### config.mk
export PLATFORM = sky130hd
export DESIGN_NAME = charlieplex_pwm_led_animator_unit
export DESIGN_NICKNAME = d
export VERILOG_FILES = /design/src/rtl/cplx_pwm_pkg.sv /design/src/rtl/charlieplex_pwm_led_animator_unit.sv
export VERILOG_INCLUDE_DIRS = /design/src /design/src/rtl
export SDC_FILE = /design/constraint.sdc
export NUM_CORES = 1
export LEC_CHECK = 0
export ABC_CLOCK_PERIOD_IN_PS = 9600
export BUFFER_PORTS_ARGS = -buffer_cell sky130_fd_sc_hd__buf_2
export CELL_PAD_IN_SITES_DETAIL_PLACEMENT = 1
export CELL_PAD_IN_SITES_GLOBAL_PLACEMENT = 1
export CORE_MARGIN = 2
export CORE_UTILIZATION = 40
export DETAILED_ROUTE_END_ITERATION = 10
export PLACE_DENSITY_LB_ADDON = 0.1
export SYNTH_ARGS = -nofsm -noshare
export SYNTH_HDL_FRONTEND = slang
export SYNTH_SLANG_ARGS = --single-unit
### constraint.sdc
create_clock -name clk_i -period 9.6 [get_ports clk_i]
set_clock_uncertainty 0.2 [all_clocks]
set_input_delay 0 -clock clk_i [delete_from_list [all_inputs] [get_ports clk_i]]
set_output_delay 0 -clock clk_i [all_outputs]
set_load 0.005 [all_outputs]
### src/rtl/charlieplex_pwm_led_animator_unit_macros.svh
// Assertion macros for the charlieplexed LED scanner.
// Included by the top level; depends on nothing else.
`ifndef CHARLIEPLEX_PWM_LED_ANIMATOR_UNIT_MACROS_SVH
`define CHARLIEPLEX_PWM_LED_ANIMATOR_UNIT_MACROS_SVH
`ifndef ASSERT_OFF
`define CPLX_ASSERT(lbl, clk, rstn, prop, msg) \
  lbl: assert property (@(posedge clk) disable iff (!rstn) prop) else $error(msg);
`define CPLX_ASSERT_NEVER(lbl, clk, rstn, cond, msg) \
  `CPLX_ASSERT(lbl, clk, rstn, !(cond), msg)
`else
`define CPLX_ASSERT(lbl, clk, rstn, prop, msg)
`define CPLX_ASSERT_NEVER(lbl, clk, rstn, cond, msg)
`endif
`endif

### src/rtl/cplx_pwm_pkg.sv
// Shared types and constants of the charlieplexed LED scanner.
// Depends on nothing.
`default_nettype none
package cplx_pwm_pkg;

  localparam int unsigned NUM_LEDS = 12;
  localparam int unsigned NUM_COLS = 4;
  localparam int unsigned LEDS_PER_COL = 3;

  localparam logic [7:0] ANIM_PERIOD_RST = 8'd63;
  localparam logic [3:0] BRIGHT_RST = 4'd5;
  localparam logic [3:0] PTR_RST = 4'd1;
  localparam logic [3:0] PTR_LAST = 4'd11;
  localparam logic [2:0] LEVEL_MAX = 3'd7;

  typedef enum logic [1:0] {
    MODE_FILL   = 2'd0,
    MODE_IDLE_A = 2'd1,
    MODE_SCROLL = 2'd2,
    MODE_IDLE_B = 2'd3
  } mode_e;

  // Fixed walk order of the animation through the LEDs.
  function automatic logic [3:0] led_seq(input logic [3:0] pos);
    logic [3:0] led;
    case (pos)
      4'd0:    led = 4'd3;
      4'd1:    led = 4'd8;
      4'd2:    led = 4'd2;
      4'd3:    led = 4'd7;
      4'd4:    led = 4'd9;
      4'd5:    led = 4'd4;
      4'd6:    led = 4'd5;
      4'd7:    led = 4'd1;
      4'd8:    led = 4'd0;
      4'd9:    led = 4'd6;
      4'd10:   led = 4'd11;
      4'd11:   led = 4'd10;
      default: led = 4'd0;
    endcase
    return led;
  endfunction

endpackage
`default_nettype wire

### src/rtl/charlieplex_pwm_led_animator_unit.sv
// Top level of the charlieplexed LED PWM scanner with touch-selected animation.
// Depends on cplx_pwm_pkg and charlieplex_pwm_led_animator_unit_macros.svh.
`default_nettype none
`include "charlieplex_pwm_led_animator_unit_macros.svh"

// One input word is one timer tick carrying the touch pin sample, and it yields
// exactly one output word with the four pin directions, pin levels and the mode.
// The whole tick update is done in the cycle the word is accepted, so a new word
// is taken every cycle while in_stall_o is low. A two-entry output stage (result
// register plus skid register) lets one more word in while a result waits;
// in_stall_o rises only when both entries are full. The animation period
// register may be written at any time the block is idle and takes effect at once.
module charlieplex_pwm_led_animator_unit (
  input  wire logic       clk_i,
  input  wire logic       rst_ni,
  input  wire logic       cfg_we_i,
  input  wire logic [7:0] cfg_wdata_i,
  input  wire logic       in_valid_i,
  output logic            in_stall_o,
  input  wire logic       touch_pin_i,
  output logic            out_valid_o,
  input  wire logic       out_stall_i,
  output logic [3:0]      pin_drive_enable_o,
  output logic [3:0]      pin_level_o,
  output logic [1:0]      current_mode_o
);
  import cplx_pwm_pkg::*;

  typedef struct packed {
    logic [3:0] drive_en;
    logic [3:0] level;
    logic [1:0] mode;
  } result_t;

  // Scanner and animation state.
  logic [7:0] anim_period_q;
  logic [2:0] lvl_q [NUM_LEDS];
  logic [2:0] lvl_d [NUM_LEDS];
  logic [2:0] ramp_q, ramp_d;
  logic [1:0] col_q, col_d;
  logic [3:0] onehot_q, onehot_d;
  logic [2:0] lit_q, lit_d;
  logic [7:0] tick_q, tick_d;
  mode_e      mode_q, mode_d;
  logic [3:0] bright_q, bright_d;
  logic [3:0] ptr_q, ptr_d;
  logic       armed_q, armed_d;
  logic       up_q, up_d;

  // Output stage.
  logic    out_valid_q, skid_valid_q;
  result_t out_q, skid_q;
  result_t res;
  logic    accept, out_take;

  logic                touch_fire;
  logic [NUM_LEDS-1:0] lvl_hit;
  logic [2:0]          col_hit;
  logic [3:0]          mask, lit4, drive;
  logic                anim_fire;
  logic                wr_en;
  logic [3:0]          wr_led;
  logic [2:0]          wr_val;
  logic [3:0]          b_inc, b_dec, p_inc, p_dec;
  logic [7:0]          tick_inc;

  assign accept   = in_valid_i && !skid_valid_q;
  assign out_take = out_valid_q && !out_stall_i;

  always_comb begin
    // Touch handling.
    touch_fire = touch_pin_i && armed_q;
    armed_d    = armed_q;
    mode_d     = mode_q;
    bright_d   = bright_q;
    ptr_d      = ptr_q;
    up_d       = up_q;
    if (touch_fire) begin
      armed_d  = 1'b0;
      mode_d   = mode_e'(mode_q + 2'd1);
      bright_d = 4'd0;
      ptr_d    = 4'd0;
      up_d     = 1'b1;
    end else if (!touch_pin_i && !armed_q) begin
      armed_d = 1'b1;
    end

    // PWM scan step; the column moves on when the ramp wraps.
    ramp_d   = ramp_q + 3'd1;
    col_d    = col_q;
    onehot_d = onehot_q;
    lit_d    = lit_q;
    if (ramp_d == 3'd0) begin
      lit_d    = LEVEL_MAX;
      col_d    = col_q + 2'd1;
      onehot_d = 4'b0001 << col_d;
    end
    // Each LED compares its own level; the column then picks three of them.
    for (int k = 0; k < NUM_LEDS; k++) begin
      lvl_hit[k] = ((touch_fire ? 3'd0 : lvl_q[k]) == ramp_d);
    end
    case (col_d)
      2'd0:    col_hit = lvl_hit[2:0];
      2'd1:    col_hit = lvl_hit[5:3];
      2'd2:    col_hit = lvl_hit[8:6];
      default: col_hit = lvl_hit[11:9];
    endcase
    lit_d = lit_d & ~col_hit;

    // Lit bits skip over the driven column pin.
    mask  = onehot_d - 4'd1;
    lit4  = {1'b0, lit_d};
    drive = (lit4 & mask) | ((lit4 & ~mask) << 1);
    res.drive_en = drive | onehot_d;
    res.level    = drive;
    res.mode     = mode_d;

    // Animation timer and step.
    tick_inc  = tick_q + 8'd1;
    anim_fire = (tick_inc == anim_period_q);
    tick_d    = anim_fire ? 8'd0 : tick_inc;

    b_inc  = bright_d + 4'd1;
    b_dec  = bright_d - 4'd1;
    p_inc  = ptr_d + 4'd1;
    p_dec  = ptr_d - 4'd1;
    wr_val = bright_d[2:0];
    wr_led = led_seq(ptr_d);
    wr_en  = 1'b0;
    if (anim_fire) begin
      case (mode_d)
        MODE_SCROLL: begin
          wr_en = 1'b1;
          if (up_d) begin
            if (b_inc > 4'd7) begin
              bright_d = 4'd0;
              ptr_d    = p_inc;
              if (p_inc > PTR_LAST) begin
                ptr_d    = PTR_LAST;
                bright_d = 4'd7;
                up_d     = 1'b0;
              end
            end else begin
              bright_d = b_inc;
            end
          end else begin
            if (b_dec == 4'd0) begin
              bright_d = 4'd7;
              ptr_d    = p_dec;
              if (p_dec == 4'd0) begin
                bright_d = 4'd0;
                up_d     = 1'b1;
              end
            end else begin
              bright_d = b_dec;
            end
          end
        end
        MODE_FILL: begin
          wr_en    = 1'b1;
          bright_d = {1'b0, b_inc[2:0]};
          if (b_inc[2:0] == 3'd0) begin
            ptr_d = (p_inc > PTR_LAST) ? 4'd0 : p_inc;
          end
        end
        default: ;
      endcase
    end
    if (ptr_q > PTR_LAST && !touch_fire) begin
      wr_en = 1'b0;
    end

    for (int k = 0; k < NUM_LEDS; k++) begin
      if (wr_en && wr_led == 4'(k)) begin
        lvl_d[k] = wr_val;
      end else begin
        lvl_d[k] = touch_fire ? 3'd0 : lvl_q[k];
      end
    end
  end

  always_ff @(posedge clk_i or negedge rst_ni) begin
    if (!rst_ni) begin
      anim_period_q <= ANIM_PERIOD_RST;
    end else if (cfg_we_i) begin
      anim_period_q <= cfg_wdata_i;
    end
  end

  always_ff @(posedge clk_i or negedge rst_ni) begin
    if (!rst_ni) begin
      for (int k = 0; k < NUM_LEDS; k++) begin
        lvl_q[k] <= 3'd0;
      end
      ramp_q   <= 3'd0;
      col_q    <= 2'd0;
      onehot_q <= 4'd0;
      lit_q    <= 3'd0;
      tick_q   <= 8'd1;
      mode_q   <= MODE_FILL;
      bright_q <= BRIGHT_RST;
      ptr_q    <= PTR_RST;
      armed_q  <= 1'b0;
      up_q     <= 1'b0;
    end else if (accept) begin
      lvl_q    <= lvl_d;
      ramp_q   <= ramp_d;
      col_q    <= col_d;
      onehot_q <= onehot_d;
      lit_q    <= lit_d;
      tick_q   <= tick_d;
      mode_q   <= mode_d;
      bright_q <= bright_d;
      ptr_q    <= ptr_d;
      armed_q  <= armed_d;
      up_q     <= up_d;
    end
  end

  // The skid register fills only while the result register is held.
  always_ff @(posedge clk_i or negedge rst_ni) begin
    if (!rst_ni) begin
      out_valid_q  <= 1'b0;
      skid_valid_q <= 1'b0;
    end else if (out_take || !out_valid_q) begin
      out_valid_q  <= skid_valid_q || accept;
      skid_valid_q <= 1'b0;
    end else begin
      skid_valid_q <= skid_valid_q || accept;
    end
  end

  always_ff @(posedge clk_i) begin
    if (out_take || !out_valid_q) begin
      out_q <= skid_valid_q ? skid_q : res;
    end else if (accept) begin
      skid_q <= res;
    end
  end

  assign in_stall_o         = skid_valid_q;
  assign out_valid_o        = out_valid_q;
  assign pin_drive_enable_o = out_q.drive_en;
  assign pin_level_o        = out_q.level;
  assign current_mode_o     = out_q.mode;

  `CPLX_ASSERT(a_skid_behind_out, clk_i, rst_ni, skid_valid_q |-> out_valid_q, "skid word without result word")
  `CPLX_ASSERT_NEVER(a_bright_range, clk_i, rst_ni, bright_q > 4'd7, "brightness above maximum level")
  `CPLX_ASSERT_NEVER(a_ptr_range, clk_i, rst_ni, ptr_q > PTR_LAST, "LED pointer past last LED")
  `CPLX_ASSERT(a_level_driven, clk_i, rst_ni, out_valid_q |-> ((out_q.level & ~out_q.drive_en) == 4'd0), "high level on undriven pin")

endmodule
`default_nettype wire

==> results.md <==
* Worst-Margin Slew at 1.06 ns
* Final #Nets at ~680
* IO Port Bufs at 25
* Placer Congestion at 0.879
* Area delta synth->final at 12.6%
* Compound-cell area share of the yosys netlist at 0.168
* Syn Area/Cell at about 9.6 µm²
* Met2 Use GR at 0.348
* Die Ht at around 130 µm
* Combinational share of power at 0.367
* CP required at between 9 and 10 ns
* Startpoint type of the worst setup path: flop
* Sw Ratio at 0.376
* R2R Setup Slk at approximately 5.5 ns
* Row Count at 44
* Final Max Slew Viols at 0
* Mux cell area share after synthesis at 0.0935
* Fill cell count at between 1500 and 2000
* Mapped cell area at 0.00596 mm²
* Grt total ovfl at 0
* Met3 usage at 0.0361
* IO Pins at 26
* Antenna Cells at 0
* Clk pin slew, worst setup/hold paths at ~0.070 ns
* Crit. End Element: flop
* Fmax at around 240 MHz
* Met1 Use GR at 0.292
* CTS tree: done
* GRT Overall Usage at 0.214
* Final HPWL from detailed placement at approximately 12000 µm
* Die Footprint at 0.0159 mm²
* DP Cell Count at 799
* Finished Layout Cells at ~830
* Routed via count at between 4000 and 5000
* Min-delay worst type: in2reg
* Antenna Nets Post-Route at 0
* Synth unique cells at 69
* Die X at approximately 130 µm
* Seq cells post-synth at 98
* TritonCTS Buffers at 9
* Clock power share at 0.254
* Flop pwr share at 0.379
* Worst VDD drop at about 0.16 mV
* Post-synth EDFFs at 20
* Final Cell Area at ~0.0067 mm²
* First-pass GRT wire length at 26800 µm
* Clock Tree Buf Depth at 2
* Synth Area in Adders at 0.0399
* WL per Instance at between 15 and 20 µm
* Register area share after synthesis at 0.431
* # H-tree levels at 3
* Synth warn at 0
* Max Cap Viol at 0
* Worst endpoint data arrival time at 4.06 ns
* Outcome: finished, final reports clean
* Final setup fails at 0
* GR peak layer: met2
* Core region area at ~0.015 mm²
* Fin crit share at 0.432
* Int Pwr at just under 1 mW
* Clock sinks at slightly below 100
* Post-DP Area at 0.00619 mm²
* DR pass1 iterations at 4
* Switching power at roughly 0.6 mW
* Final Hold Viols at 0
* Largest family of logic cells by synthesized area: simple AND/OR/NAND/NOR gates
* Synth area leaders: dfrtp_1 (29%), edfxtp_1 (10%), nand2_1 (5.5%)
* Iteration-0 DRC Markers at around 270
* Initial antenna violation count at 0
* Cell count after synthesis at between 600 and 700
* Layout cells sized above 1 at 0.142
* Final min period at 4.14 ns
* Leak at roughly 2.8 nW
* # DRC at 0
* CP max FO at 14
* Clock root buffer master: clkbuf_16
* Pwr Total at approximately 1.6 mW
* Xor-xnor portion of the synthesized cell area at 0.0410
* Post-synth top area cell: dfrtp_1
* CTS resizes at 0
* Top cells by count, synth: nand2_1 (87), dfrtp_1 (68), o21ai_0 (41), nor2_1 (36), mux2i_1 (32)
* Most frequent cell after synthesis: nand2_1
* Net Count, Synth at approximately 660
* Power density of the placed cells at roughly 230 mW/mm²
* Starting Density at 0.410
* Synth top area share at 0.286
* Setup CP Type: reg2reg
* Simple-gate share of the synthesized area at 0.188
* Largest net degree at the start of global routing at approximately 80
* Vias per cell at 5.77
* Worst-Skew Late Latency at 0.36 ns
* Vias in the first global route at about 5000
* Synth async-reset ratio at 0.796
* DRT Wirelength at 16300 µm
* Max-slew headroom at 0.276
* Post-synth top flop: dfrtp_1
* RSZ-0062 raised after global routing: no
* Setup TNS at 0 ns
## critical path: stages (launching register included)
cell and delay (ns):
dfrtp_1 0.47, ha_1 0.22, ha_1 0.45, mux2i_1 0.93
nand4_1 0.25, a31oi_1 0.23, o211ai_1 0.12, o32ai_2 0.47
o32a_2 0.26, inv_2 0.04, mux2_2 0.25
## sequential cells by signal (all words and copies together) (netlist names), 3 cells and up
name / cells
lvl_q: 36
skid_q: 10
anim_period_q: 8
tick_q: 8
bright_q: 4
onehot_q: 4
pin_drive_enable_o: 4
pin_level_o: 4
ptr_q: 4
lit_q: 3
ramp_q: 3
## layout by cell type (no fill, tap or decap), types with 17 or more instances in the layout
cell	n
nand2_1	87
dfrtp_1	68
o21ai_0	41
nor2_1	36
mux2i_1	32
buf_2	24
inv_1	21
nand3_1	21
edfxtp_1	20
ha_1	19
dlygate4sd3_1	19
xnor2_1	18
mux2_2	17
## per-stage QoR
stage,utilization,hold slack [ns],worst slack [ns]
6_report,0.461,0.0258,5.46
3_3_place_gp,0.426,0.0320,5.62
4_1_cts,0.461,0.0137,5.44
3_5_place_dp,0.426,0.0378,5.45
5_1_grt,0.461,0.110,5.08
2_1_floorplan,-,-0.496,6.31
## layout make-up
cell class	count	area [µm²]	area share
inverter	22	82.6	0.0123
clock buffer	11	243	0.0362
tap	184	230	0.0343
multi-input combinational	467	3170	0.472
timing repair buffer	47	340	0.0508
sequential	98	2560	0.383
clock inverter	5	77.6	0.0116
## power groups by stage
stage | clock, mW | combinational, mW | sequential (mW)
6_report | 0.396 | 0.573 | 0.591
5_1_grt | 0.421 | 0.645 | 0.602
4_1_cts | 0.407 | 0.574 | 0.592
3_5_place_dp | 0 | 0.564 | 0.599
3_3_place_gp | 0 | 0.546 | 0.594
2_1_floorplan | 0 | 0.432 | 0.571
## path summary, 6_finish.rpt
path                                       start                  endpoint  cells past startpoint
min                                  out_stall_i   out_valid_o$_DFFE_PN0P_                      3
max                        ramp_q[0]$_DFFE_PN0P_  pin_level_o[1]$_DFFE_PP_                     10
min in group asynchronous                 rst_ni      lit_q[2]$_DFFE_PN0P_                      2
max in group asynchronous                 rst_ni      ptr_q[2]$_DFFE_PN0P_                      2
min reg2reg                 lit_q[0]$_DFFE_PN0P_      lit_q[0]$_DFFE_PN0P_                      2
max reg2reg                ramp_q[0]$_DFFE_PN0P_  pin_level_o[1]$_DFFE_PP_                     10
## repair_timing
item	in CTS	in global routing
setup buffers	0	0
hold endpoints to repair	79	0
hold buffers	19	0
## kinds of logic after synthesis
family / count (synthesis)
AND/OR/NAND/NOR: 220
AO/OA/AOI/OAI: 150
flip-flops: 98
buffers and inverters: 57
multiplexers: 51
XOR/XNOR: 27
adder cells (fa/ha/maj): 19
## routing by layer
metal  up-vias  share of wire
li1       2308              -
met1      2422           0.47
met2        64           0.48
met3        17          0.037
met4         0          0.016
met5         -              0
No activity file was read; power rests on OpenSTA's default activity.
